## src/rtl/dq_pkg.sv

```systemverilog
// ----------------------------------------------------------------------------
// dq_pkg
// Field widths, operation and status codes and the shared write-port type
// of the double-ended queue.
// ----------------------------------------------------------------------------
package dq_pkg;

  localparam int WORD_W = 32;
  localparam int OP_W   = 3;
  localparam int AMT_W  = 9;
  localparam int ST_W   = 2;
  localparam int OCC_W  = 9;

  localparam logic [WORD_W-1:0] NONE_WORD = '1;

  typedef enum logic [OP_W-1:0] {
    OP_PUSH_FRONT = 3'd0,
    OP_PUSH_BACK  = 3'd1,
    OP_POP_FRONT  = 3'd2,
    OP_POP_BACK   = 3'd3,
    OP_READ       = 3'd4,
    OP_CLEAR      = 3'd5,
    OP_RESIZE     = 3'd6,
    OP_APPEND     = 3'd7
  } op_t;

  typedef enum logic [ST_W-1:0] {
    ST_OK        = 2'd0,
    ST_OVERFLOW  = 2'd1,
    ST_UNDERFLOW = 2'd2,
    ST_RANGE     = 2'd3
  } status_t;

  // Write into the entry cell of the ring.
  typedef struct packed {
    logic              load;
    logic [WORD_W-1:0] data;
  } dq_wr_t;

endpackage

```

## src/rtl/dq_cell.sv

```systemverilog
// ----------------------------------------------------------------------------
// dq_cell
// One storage cell of the rotating ring: takes its neighbor's word every
// cycle, or a new word when loaded.
// ----------------------------------------------------------------------------
module dq_cell (
  input  logic                        clk,
  input  logic [dq_pkg::WORD_W-1:0]   shift_in,
  input  dq_pkg::dq_wr_t              wr,
  output logic [dq_pkg::WORD_W-1:0]   q
);

  always_ff @(posedge clk) begin
    q <= wr.load ? wr.data : shift_in;
  end

endmodule

```

## src/rtl/dq_chain.sv

```systemverilog
// ----------------------------------------------------------------------------
// dq_chain
// Ring of DEPTH cells that rotates by one cell each cycle. The last cell's
// word is the tap; it re-enters at the first cell, where writes land.
// ----------------------------------------------------------------------------
module dq_chain #(
  parameter int DEPTH = 256
) (
  input  logic                        clk,
  input  dq_pkg::dq_wr_t              wr,
  output logic [dq_pkg::WORD_W-1:0]   tap
);

  localparam dq_pkg::dq_wr_t NO_WR = '0;

  logic [dq_pkg::WORD_W-1:0] word_q [DEPTH];

  for (genvar i = 0; i < DEPTH; i++) begin : g_cell
    if (i == 0) begin : g_entry
      dq_cell u_cell (
        .clk      (clk),
        .shift_in (word_q[DEPTH-1]),
        .wr       (wr),
        .q        (word_q[0])
      );
    end else begin : g_body
      dq_cell u_cell (
        .clk      (clk),
        .shift_in (word_q[i-1]),
        .wr       (NO_WR),
        .q        (word_q[i])
      );
    end
  end

  assign tap = word_q[DEPTH-1];

endmodule

```

## config.mk

```make
export PLATFORM = sky130hd
export DESIGN_NAME = dq_chain
export DESIGN_NICKNAME = d
export VERILOG_FILES = /design/src/rtl/dq_pkg.sv /design/src/rtl/dq_cell.sv /design/src/rtl/dq_chain.sv
export SDC_FILE = /design/constraint.sdc
export NUM_CORES = 2
export LEC_CHECK = 0
export BUFFER_PORTS_ARGS = -buffer_cell sky130_fd_sc_hd__buf_2
export CORE_MARGIN = 1
export CORE_UTILIZATION = 58
export DETAILED_ROUTE_END_ITERATION = 7
export PLACE_DENSITY = 0.74
export RECOVER_POWER = 100
export SYNTH_ARGS = -nofsm -noshare
export SYNTH_HDL_FRONTEND = slang
export SYNTH_SLANG_ARGS = --single-unit
```

## constraint.sdc

```tcl
create_clock -name clk -period 1.2 [get_ports clk]
set_clock_uncertainty 0.15 [all_clocks]
set_input_delay 0.24 -clock clk [delete_from_list [all_inputs] [get_ports clk]]
set_output_delay 0.24 -clock clk [all_outputs]
set_load 0.01 [all_outputs]
```

==> impl_metrics.json <==
{
  "synth.top_cell.area_share_pct": 99.7,
  "p_leak_nw": 79.0,
  "cp_top_family": "flip-flops",
  "r2r-start": "g_cell[255].g_body.u_cell.q[5]",
  "rows": 195,
  "arrival_ns": 1.49,
  "crit_buf_inv": 1,
  "vias": 53729,
  "first_pass_iters": 4,
  "peakVddDrop_v": 0.00199,
  "status": "finished, violations left",
  "synthTopCellsByArea": "dfxtp_1, mux2_4, buf_12",
  "instances_no_fill": 13389,
  "core_area_um2": 282000,
  "synth-seq-cells": 8192,
  "p_per_area_nw_per_um2": 2560,
  "placed_cell_area_um2": 170000,
  "crit_fanout": 2,
  "ys_seq_area_share_pct": 99.7,
  "fin_area_um2": 194000,
  "crit_cells": 1,
  "r2r_end": "g_cell[0].g_entry.u_cell.q[5]",
  "cts_sinks": 8192,
  "dp_slack_ns": -0.0956,
  "crit_path_end": "tap[17]",
  "path_cells": "buf_6",
  "worstMarginPinSlew_ns": 0.432,
  "place_hpwl_um": 67800,
  "cts_tree": "done",
  "synthArstFlopShare_pct": 0,
  "postLayoutSetupSlackWorst_ns": -0.680,
  "dieArea_um2": 286000,
  "grt_pass1_vias": 58522,
  "utilization_pct": 68.8,
  "syn_area_um2": 165000,
  "synth_edf_count": 0,
  "finalCriticalPeriod_ns": 1.88,
  "max_freq_mhz": 532,
  "relSlewSlack_pct": 71.2,
  "hold_viol": 0,
  "fp.dieW_um": 535,
  "rsz0062_at_grt": "yes",
  "portBuffers": 65,
  "ant_nets": 0,
  "slowest_stage": "dfxtp_2",
  "place.gp.congestion": 0.746,
  "cp.required_ns": 0.81,
  "first_iter_violations": 2249,
  "syn2layout_area_growth_pct": 18.1,
  "r2r_slack_ns": 0.06,
  "clk_latency_ns": 1.00,
  "min_path_cells": 0,
  "maxCapViolCount": 0,
  "post-place-cells": 12035,
  "cts_buffer_depth": 4,
  "die_h_um": 535,
  "avgSynthCellArea_um2": 20.0,
  "start_util_pct": 58.3,
  "hold_path_class": "reg2reg",
  "synthTopCellsByCount": "dfxtp_1, mux2_4, buf_12, mux2_2, buf_6",
  "drc_errors": 0,
  "setup.worst_path.class": "reg2out",
  "post-route-period-util_pct": 157,
  "htreeDepth": 6,
  "startpoint_type": "flip-flop",
  "io_pins": 66,
  "max_stage_delay_ns": 0.36,
  "yosys_warnings": 0,
  "syn_nets": 8262,
  "vias_per_cell": 4.01,
  "path_clk_slew_ns": 0.07,
  "ys_types": 5,
  "overflow": 0,
  "setup_viol": 44,
  "cts_root_buffer": "clkbuf_16",
  "drt-wirelength-per-cell_um": 13.2,
  "antenna_found_initial": 5,
  "synthFlopType": "dfxtp_1",
  "slew_violations": 0,
  "layout.nets": 9113,
  "violations": "setup timing",
  "startpoint": "g_cell[255].g_body.u_cell.q[17]",
  "grt_max_degree": 18,
  "drive_gt1_share_pct": 12.9,
  "cts_made_buffers": 692,
  "hold_ws_ns": 0.140,
  "synthCells": 8228,
  "worstSetupEndpointType": "output pin",
  "yosysTopAreaCell": "dfxtp_1",
  "grt_usage_pct": 12.7,
  "grt_pass1_wl_um": 303000,
  "yosysMostFrequentCell": "dfxtp_1",
  "wl_um": 176000,
  "reg2reg_depth": 3
}
[registers in the layout, indices dropped and copies added, names as in the netlist]
name / count
g_cell.g_body.u_cell.q: 8160
g_cell.g_entry.u_cell.q: 32
[power breakdown]
group	internal (mW)	total (mW)	switching, mW
Combinational	0.262	0.395	0.133
Clock	127	222	95.1
Sequential	275	275	0.741
[layout by cell type (no fill, tap or decap)]
cell                n
clkinv_8            9
clkinv_16          33
buf_12              1
dfxtp_1          8168
dlygate4sd3_1      68
clkbuf_8          170
buf_2              32
clkinv_4            8
inv_16             12
clkinv_2          124
dfxtp_4             2
mux2_1             13
inv_8               1
clkinvlp_4         20
bufinv_16          39
buf_4              25
clkbuf_16         694
clkbuf_1          145
clkbuf_2            1
dfxtp_2            22
inv_6               3
buf_6              32
mux2_2              2
clkdlybuf4s25_1     1
mux2_4             17
diode_2             4
[timing repair]
| action | 4_1_cts | 5_1_grt |
|---|---|---|
| hold endpoints to repair | 32 | 28 |
| resized for setup | 65 | 2 |
| setup buffers | 16 | 9 |
| hold buffers | 67 | 2 |
| setup endpoints to repair | 32 | 35 |
[cells by family after synthesis]
kind of cell,Yosys count,share of synthesized area (%)
buffers and inverters,4,0.0433
flip-flops,8192,99.7
multiplexers,32,0.287
[layer usage]
metal  GRT usage [%]  share of wire [%]  vias to the layer above
met5               0                  0                        -
met4            6.02                3.4                        0
met3            2.86                4.0                      479
met2            17.8                 41                      738
met1            18.6                 51                    25364
li1                -                  -                    27148
[worst min-delay path by stage]
stage / slack [ns] / start / endpoint
2_1_floorplan: 0.16 / g_cell[99].g_body.u_cell.q[0] / g_cell[100].g_body.u_cell.q[0]
3_3_place_gp: 0.16 / g_cell[253].g_body.u_cell.q[24] / g_cell[254].g_body.u_cell.q[24]
3_5_place_dp: 0.16 / g_cell[99].g_body.u_cell.q[29] / g_cell[100].g_body.u_cell.q[29]
4_1_cts: 0.12 / wr[32] / g_cell[0].g_entry.u_cell.q[9]
5_1_grt: 0.15 / g_cell[167].g_body.u_cell.q[3] / g_cell[168].g_body.u_cell.q[3]
6_report: 0.14 / g_cell[148].g_body.u_cell.q[3] / g_cell[149].g_body.u_cell.q[3]
[cell type report]
cell class              instances  area, µm²
flip-flops and latches       8192     164000
fillers                     17159      88000
clock buffers                1008      20200
well taps                    3743       4680
clock inverters               249       3430
repair buffers                161       1430
multi-input cells              32        424
diodes                          4       10.0
[per-stage QoR]
stage	power (mW)	setup TNS, ns
floorplan	281	0
global placement	282	-1.11
detailed placement	282	-1.53
CTS	504	-23.72
global route	516	-23.41
finish	498	-21.15
Note: power is estimated with default switching activity, not from simulation.
