--- config.mk ---
export PLATFORM = sky130hd
export DESIGN_NAME = dq_seq_flat
export DESIGN_NICKNAME = d
export VERILOG_FILES = /design/src/rtl/dq_pkg.sv /design/src/rtl/dq_if.sv /design/src/rtl/dq_seq.sv /design/src/flat_wrapper.sv
export SDC_FILE = /design/constraint.sdc
export NUM_CORES = 1
export LEC_CHECK = 0
export BUFFER_PORTS_ARGS = -buffer_cell sky130_fd_sc_hd__buf_2
export CORE_MARGIN = 3
export CORE_UTILIZATION = 46
export DETAILED_ROUTE_END_ITERATION = 12
export GPL_TIMING_DRIVEN = 1
export PLACE_DENSITY = 0.7
export SKIP_LAST_GASP = 1
export SLEW_MARGIN = 15
export SYNTH_ARGS = -nofsm -noshare
export SYNTH_HDL_FRONTEND = slang
export SYNTH_SLANG_ARGS = --single-unit
--- constraint.sdc ---
create_clock -name clk -period 6.4 [get_ports clk]
set_input_delay 0.96 -clock clk [delete_from_list [all_inputs] [get_ports clk]]
set_output_delay 0.96 -clock clk [all_outputs]
set_load 0.1 [all_outputs]
--- src/rtl/dq_pkg.sv ---
// ----------------------------------------------------------------------------
// dq_pkg
// Field widths, operation and status codes and the shared write-port type
// of the double-ended queue.
// ----------------------------------------------------------------------------
package dq_pkg;

  localparam int WORD_W = 32;
  localparam int OP_W   = 3;
  localparam int AMT_W  = 9;
  localparam int ST_W   = 2;
  localparam int OCC_W  = 9;

  localparam logic [WORD_W-1:0] NONE_WORD = '1;

  typedef enum logic [OP_W-1:0] {
    OP_PUSH_FRONT = 3'd0,
    OP_PUSH_BACK  = 3'd1,
    OP_POP_FRONT  = 3'd2,
    OP_POP_BACK   = 3'd3,
    OP_READ       = 3'd4,
    OP_CLEAR      = 3'd5,
    OP_RESIZE     = 3'd6,
    OP_APPEND     = 3'd7
  } op_t;

  typedef enum logic [ST_W-1:0] {
    ST_OK        = 2'd0,
    ST_OVERFLOW  = 2'd1,
    ST_UNDERFLOW = 2'd2,
    ST_RANGE     = 2'd3
  } status_t;

  // Write into the entry cell of the ring.
  typedef struct packed {
    logic              load;
    logic [WORD_W-1:0] data;
  } dq_wr_t;

endpackage

--- src/rtl/dq_if.sv ---
// ----------------------------------------------------------------------------
// dq_if
// Valid/ready channels of the deque: command beats in, result beats out.
// ----------------------------------------------------------------------------
interface dq_cmd_if;
  logic                              valid;
  logic                              ready;
  logic [dq_pkg::OP_W-1:0]           operation;
  logic signed [dq_pkg::WORD_W-1:0]  value;
  logic [dq_pkg::AMT_W-1:0]          amount;

  modport source (output valid, operation, value, amount, input ready);
  modport sink   (input valid, operation, value, amount, output ready);
endinterface

interface dq_res_if;
  logic                              valid;
  logic                              ready;
  logic [dq_pkg::ST_W-1:0]           status;
  logic signed [dq_pkg::WORD_W-1:0]  front_value;
  logic signed [dq_pkg::WORD_W-1:0]  back_value;
  logic [dq_pkg::OCC_W-1:0]          occupancy;
  logic                              is_empty;
  logic signed [dq_pkg::WORD_W-1:0]  read_value;

  modport source (output valid, status, front_value, back_value, occupancy, is_empty,
                  read_value, input ready);
  modport sink   (input valid, status, front_value, back_value, occupancy, is_empty,
                  read_value, output ready);
endinterface

--- src/rtl/dq_seq.sv ---
// ----------------------------------------------------------------------------
// dq_seq
// Sequencer: plans each command, sweeps the ring once to apply writes and
// catch front, back and read words, then hands the result to the output.
// ----------------------------------------------------------------------------
module dq_seq #(
  parameter int DEPTH = 256
) (
  input  logic                        clk,
  input  logic                        rst,
  dq_cmd_if.sink                      cmd,
  dq_res_if.source                    res,
  input  logic [dq_pkg::WORD_W-1:0]   tap,
  output dq_pkg::dq_wr_t              wr
);

  localparam int SLOT_W = (DEPTH > 1) ? $clog2(DEPTH) : 1;
  localparam int CNT_W  = $clog2(DEPTH + 1);
  localparam int EXT_W  = ((CNT_W > dq_pkg::AMT_W) ? CNT_W : dq_pkg::AMT_W) + 1;
  localparam logic [SLOT_W-1:0] LAST_SLOT = SLOT_W'(DEPTH - 1);
  localparam logic [CNT_W-1:0]  FULL_CNT  = CNT_W'(DEPTH);
  localparam logic [SLOT_W:0]   DEPTH_X   = (SLOT_W + 1)'(DEPTH);
  localparam logic [EXT_W-1:0]  DEPTH_E   = EXT_W'(DEPTH);

  typedef enum logic [2:0] {
    S_IDLE = 3'b001,
    S_SCAN = 3'b010,
    S_DONE = 3'b100
  } state_t;

  state_t                      state;
  logic [SLOT_W-1:0]           head, head_next;
  logic [CNT_W-1:0]            count, count_next;
  logic [SLOT_W-1:0]           pos;
  logic [SLOT_W-1:0]           sweep;
  logic                        res_valid;

  logic [CNT_W-1:0]            wr_lo, wr_lo_next;
  logic [CNT_W-1:0]            wr_hi, wr_hi_next;
  logic [dq_pkg::WORD_W-1:0]   fill_word;
  logic                        rd_en, rd_en_next;
  logic [dq_pkg::AMT_W-1:0]    rd_off;
  dq_pkg::status_t             status_q, status_next;
  logic [dq_pkg::WORD_W-1:0]   front_q, back_q, rd_q;

  logic [EXT_W-1:0]            cnt_x, amt_x, target;
  logic                        fill;

  logic [SLOT_W:0]             diff, rel;
  logic [CNT_W-1:0]            off_c;
  logic                        in_scan, hit_wr, hit_front, hit_back, hit_rd;
  logic [dq_pkg::WORD_W-1:0]   word;
  logic                        accept, out_free, load_out;

  assign cmd.ready = (state == S_IDLE);
  assign accept    = cmd.valid & cmd.ready;
  assign out_free  = ~res_valid | res.ready;
  assign load_out  = (state == S_DONE) & out_free;
  assign res.valid = res_valid;

  // Plan for the accepted command: new head and count, the band of offsets
  // (from the new head) that receive the fill word, and status.
  always_comb begin
    cnt_x       = EXT_W'(count);
    amt_x       = EXT_W'(cmd.amount);
    target      = cnt_x;
    fill        = 1'b0;
    head_next   = head;
    count_next  = count;
    wr_lo_next  = '0;
    wr_hi_next  = '0;
    rd_en_next  = 1'b0;
    status_next = dq_pkg::ST_OK;
    case (dq_pkg::op_t'(cmd.operation))
      dq_pkg::OP_PUSH_FRONT: begin
        if (count == FULL_CNT) begin
          status_next = dq_pkg::ST_OVERFLOW;
        end else begin
          head_next  = (head == '0) ? LAST_SLOT : head - SLOT_W'(1);
          count_next = count + CNT_W'(1);
          wr_hi_next = CNT_W'(1);
        end
      end
      dq_pkg::OP_PUSH_BACK: begin
        fill   = 1'b1;
        target = cnt_x + EXT_W'(1);
      end
      dq_pkg::OP_POP_FRONT: begin
        if (count == '0) begin
          status_next = dq_pkg::ST_UNDERFLOW;
        end else begin
          head_next  = (head == LAST_SLOT) ? '0 : head + SLOT_W'(1);
          count_next = count - CNT_W'(1);
        end
      end
      dq_pkg::OP_POP_BACK: begin
        if (count == '0) begin
          status_next = dq_pkg::ST_UNDERFLOW;
        end else begin
          count_next = count - CNT_W'(1);
        end
      end
      dq_pkg::OP_READ: begin
        if (amt_x >= cnt_x) begin
          status_next = dq_pkg::ST_RANGE;
        end else begin
          rd_en_next = 1'b1;
        end
      end
      dq_pkg::OP_CLEAR: begin
        head_next  = '0;
        count_next = '0;
      end
      dq_pkg::OP_RESIZE: begin
        if (amt_x > cnt_x) begin
          fill   = 1'b1;
          target = amt_x;
        end else begin
          count_next = CNT_W'(cmd.amount);
        end
      end
      dq_pkg::OP_APPEND: begin
        fill   = 1'b1;
        target = cnt_x + amt_x;
      end
      default: begin
      end
    endcase
    if (fill) begin
      wr_lo_next = count;
      if (target > DEPTH_E) begin
        count_next  = FULL_CNT;
        status_next = dq_pkg::ST_OVERFLOW;
      end else begin
        count_next = CNT_W'(target);
      end
      wr_hi_next = count_next;
    end
  end

  // Offset of the slot now at the tap, counted from the head.
  always_comb begin
    diff      = {1'b0, pos} - {1'b0, head};
    rel       = diff[SLOT_W] ? diff + DEPTH_X : diff;
    off_c     = CNT_W'(rel[SLOT_W-1:0]);
    in_scan   = (state == S_SCAN);
    hit_wr    = in_scan & (off_c >= wr_lo) & (off_c < wr_hi);
    word      = hit_wr ? fill_word : tap;
    hit_front = in_scan & (off_c == '0);
    hit_back  = in_scan & (count != '0) & (off_c == count - CNT_W'(1));
    hit_rd    = in_scan & rd_en &
                (EXT_W'(rel[SLOT_W-1:0]) == EXT_W'(rd_off));
    wr.load   = hit_wr;
    wr.data   = fill_word;
  end

  always_ff @(posedge clk) begin
    if (rst) begin
      state     <= S_IDLE;
      head      <= '0;
      count     <= '0;
      pos       <= '0;
      sweep     <= '0;
      res_valid <= 1'b0;
    end else begin
      pos <= (pos == LAST_SLOT) ? '0 : pos + SLOT_W'(1);
      case (state)
        S_IDLE: begin
          if (accept) begin
            head  <= head_next;
            count <= count_next;
            sweep <= '0;
            state <= S_SCAN;
          end
        end
        S_SCAN: begin
          sweep <= sweep + SLOT_W'(1);
          if (sweep == LAST_SLOT) begin
            state <= S_DONE;
          end
        end
        S_DONE: begin
          if (out_free) begin
            state <= S_IDLE;
          end
        end
        default: begin
          state <= S_IDLE;
        end
      endcase
      if (load_out) begin
        res_valid <= 1'b1;
      end else if (res.ready) begin
        res_valid <= 1'b0;
      end
    end
  end

  always_ff @(posedge clk) begin
    if (accept) begin
      wr_lo     <= wr_lo_next;
      wr_hi     <= wr_hi_next;
      fill_word <= cmd.value;
      rd_en     <= rd_en_next;
      rd_off    <= cmd.amount;
      status_q  <= status_next;
    end
    if (hit_front) begin
      front_q <= word;
    end
    if (hit_back) begin
      back_q <= word;
    end
    if (hit_rd) begin
      rd_q <= word;
    end
    if (load_out) begin
      res.status      <= status_q;
      res.front_value <= (count == '0) ? dq_pkg::NONE_WORD : front_q;
      res.back_value  <= (count == '0) ? dq_pkg::NONE_WORD : back_q;
      res.occupancy   <= dq_pkg::OCC_W'(count);
      res.is_empty    <= (count == '0);
      res.read_value  <= rd_en ? rd_q : dq_pkg::NONE_WORD;
    end
  end

endmodule

--- src/flat_wrapper.sv ---
// flat-port wrapper written by rule: the top's interface ports become plain ports
module dq_seq_flat 
#(
  parameter int DEPTH = 256
)
  (clk, rst, tap, wr, cmd_valid, cmd_operation, cmd_value, cmd_amount, cmd_ready, res_valid, res_status, res_front_value, res_back_value, res_occupancy, res_is_empty, res_read_value, res_ready);
  dq_cmd_if cmd_i ();
  dq_res_if res_i ();
  input  logic clk;
  input  logic rst;
  input  logic [dq_pkg::WORD_W-1:0] tap;
  output dq_pkg::dq_wr_t wr;
  input wire logic [$bits(cmd_i.valid)-1:0] cmd_valid;
  input wire logic [$bits(cmd_i.operation)-1:0] cmd_operation;
  input wire logic [$bits(cmd_i.value)-1:0] cmd_value;
  input wire logic [$bits(cmd_i.amount)-1:0] cmd_amount;
  output wire logic [$bits(cmd_i.ready)-1:0] cmd_ready;
  output wire logic [$bits(res_i.valid)-1:0] res_valid;
  output wire logic [$bits(res_i.status)-1:0] res_status;
  output wire logic [$bits(res_i.front_value)-1:0] res_front_value;
  output wire logic [$bits(res_i.back_value)-1:0] res_back_value;
  output wire logic [$bits(res_i.occupancy)-1:0] res_occupancy;
  output wire logic [$bits(res_i.is_empty)-1:0] res_is_empty;
  output wire logic [$bits(res_i.read_value)-1:0] res_read_value;
  input wire logic [$bits(res_i.ready)-1:0] res_ready;
  assign cmd_i.valid = cmd_valid;
  assign cmd_i.operation = cmd_operation;
  assign cmd_i.value = cmd_value;
  assign cmd_i.amount = cmd_amount;
  assign cmd_ready = cmd_i.ready;
  assign res_valid = res_i.valid;
  assign res_status = res_i.status;
  assign res_front_value = res_i.front_value;
  assign res_back_value = res_i.back_value;
  assign res_occupancy = res_i.occupancy;
  assign res_is_empty = res_i.is_empty;
  assign res_read_value = res_i.read_value;
  assign res_i.ready = res_ready;
  dq_seq #(.DEPTH(DEPTH)) u_core (.clk(clk), .rst(rst), .cmd(cmd_i), .res(res_i), .tap(tap), .wr(wr));
endmodule
==> metrics.cfg <==
[logic_synthesis]
synth_area_leaders=edfxtp_1, dfxtp_1, nand2b_1
ys_async_sr_fraction_pct=0
synth_top_flop_cell=edfxtp_1
synth_area_sq_um=13400
yosysMostFrequentCell=edfxtp_1
seq_area_frac_synth_pct=65.3
syn_area_per_cell_sq_um=13.2
synth_seq_cells=303
yosysUniqueCellTypes=70
synth_top_cell_area_share_pct=59.8
synth_cells=1009
yosys.area.top_type=edfxtp_1
synth_top_cells_by_count=edfxtp_1, nand2b_1, nor2_1
synthesis.nets=1138
synth_edf_count=266
yosys_warnings=0

[timing]
finalCritPeriodShare_pct=84.9
hold_viol_final=0
rsz0062_at_grt=no
period_minus_slack_ps=5430
finalClockSkew_ps=27.1
slew_headroom_pct=36.7
finalSetupTns_ps=0
finalSetupViolCount=0
tightest_slew_ps=942
fmax_mhz=184
final_max_slew_viol_count=0

[cells_and_area]
finalNetCount=1364
fillers=2323
diodes=0
instances_no_fill=1638
layout.area.seq_sq_um=8730
syn2layout_area_growth_pct=18.5
fin_util_pct=56.2
drive_gt1_share_pct=26.7
multi_input_area_sq_um=4270

[worst_setup_path]
crit_required_ps=5440
worstPathArrival_ps=4470
critPathMaxStageDelay_ps=510
rrSetupSlack_ps=1980
startpoint_type=register
crit_fanout=6
crit_chain=inv_1 -> ha_1 -> nor2b_1 -> o21ai_0 -> a21boi_0 -> o31ai_1 -> a21oi_1 -> xnor2_1 -> ha_1 -> nor2_1 -> nor3b_1 -> a211oi_1 -> o21ai_0 -> a311o_2 -> inv_1 -> buf_2
end_kind=output pin
path_class=reg2out
slowest_stage=xnor2_1

[die]
core_region_area_sq_um=28200
ios=223
dieArea_sq_um=31100
die_w_microns=176
chipHeight_microns=176
rows=61
start_util_pct=47.4

[grt]
grt_overflow=0
grt_pass1_vias=8300
track_usage_pct=18.9
antenna_found_initial=0
grt_start_max_net_pins=107
grt_first_pass_wirelength_mm=46.3

[job]
cap_violations=0

[detailed_routing]
vias=8713
drt_wl_total_mm=30.6
drc_errors=0
first_iter_violations=728
routed_via_density=5.32
routedWlPerCell_microns=18.7
postRouteAntennaNets=0
drtPass1Iterations=5

[clock_network]
numCtsBuffers=31
cts_hold_buffers=0
clk_path_buf_depth=3
worstSkewPairLatency_ps=560
cts-root-buf=clkbuf_16
clk_pin_slew_ps=60
cts_num_sinks=303
tritoncts=built
ctsResizeCount=0
cts_setup_buffers=0
cts.htree.levels=1

[placement]
gp_congestion=0.917
numPortBuffers=222
dp_hpwl_mm=21.3
dp.cells=1580

[pwr]
powerDensity_nw_per_um2=311
vdd_drop_max_uv=197
p_leak_nw=6.04

[worst_hold_path]
hold_path_class=reg2reg

[status]
status=completed

worst paths after layout:
kind | start | to | cells past startpoint
worst min-delay path | u_core.status_q[1]$_DFFE_PP_ | u_core.res.status[1]$_DFFE_PP_ | 0
worst max-delay path | u_core.head[1]$_SDFFE_PP0P_ | wr[32] | 16
worst max register to register | u_core.head[1]$_SDFFE_PP0P_ | u_core.rd_q[23]$_DFFE_PP_ | 16
worst min register to register | u_core.status_q[1]$_DFFE_PP_ | u_core.res.status[1]$_DFFE_PP_ | 0
critical path, delay by kind of cell, from the launching register on:
family,cells,cell delay [ps]
adder cells (fa/ha/maj),2,650
AO/OA/AOI/OAI,7,1470
buffers and inverters,3,630
flip-flops,1,390
XOR/XNOR,1,510
AND/OR/NAND/NOR,3,270
cell families after synthesis:
logic type	synth area share [%]
muxes	2.93
and+or+nand+nor	12.6
buffers and inverters	2.93
xor gates and xnor gates	3.28
DFF	65.3
adders and majority gates	4.93
AOI/OAI and AO/OA	7.97
metal layers:
layer,track usage (%),vias up,share of wire [%]
met3,2.99,57,7.1
met2,32.1,342,47
met4,4.75,0,2.2
li1,-,4137,-
met1,25.5,4177,43
met5,0,-,0
cell type report:
class	count	share of cell area, %
flip-flops and latches	303	55.1
multi-input cells	616	27.0
repair buffers	234	7.67
clock buffers	46	5.45
well taps	378	2.99
inverters	49	1.16
clock inverters	12	0.609
through the flow:
stage | worst slack (ps) | power (mW) | cell area, sq um | hold WS [ps]
final | 967 | 4.92 | 15800 | 420
after detailed placement | 1520 | 3.26 | 14900 | 407
after global placement | 1650 | 3.25 | 14900 | 404
after floorplan | 297 | 3.03 | 13400 | 400
after global routing | 485 | 5.13 | 15800 | 424
after CTS | 917 | 4.95 | 15800 | 422
report_power, final:
| part | switching, mW | internal (mW) | total (mW) |
|---|---|---|---|
| combinational | 0.620 | 0.303 | 0.923 |
| sequential | 0.0597 | 2.24 | 2.30 |
| clock | 0.721 | 0.973 | 1.69 |
sequential cells by signal, summed over array words and instances, names as in the netlist, 32 cells and up:
| signal | cells |
|---|---|
| u_core.back_q | 32 |
| u_core.res.back_value | 32 |
| u_core.fill_word | 32 |
| u_core.rd_q | 32 |
| u_core.front_q | 32 |
| u_core.res.read_value | 32 |
| u_core.res.front_value | 32 |
placed cells by master, fill, tap and decap left out, types with 3 or more instances in the layout:
cell type and count:
clkbuf_8 3, and2_1 5, nor3_1 9, a21oi_1 40
xnor2_1 36, ha_1 47, edfxtp_1 266, nor2b_1 6
o21bai_1 3, mux2_2 33, nand3_1 27, a21o_1 10
inv_1 47, clkbuf_16 31, a211oi_1 6, and3_1 15
clkinv_1 3, nand4_1 7, a22oi_1 8, clkbuf_1 12
maj3_1 3, nand2b_1 102, buf_4 11, a31oi_1 8
o21ai_0 43, o221a_2 7, buf_2 222, nand2_1 44
o21a_1 6, nor4_2 3, inv_6 3, clkinv_2 4
nor2_1 77, xor2_1 14, dfxtp_1 37
(Power assumes the default switching activity.)
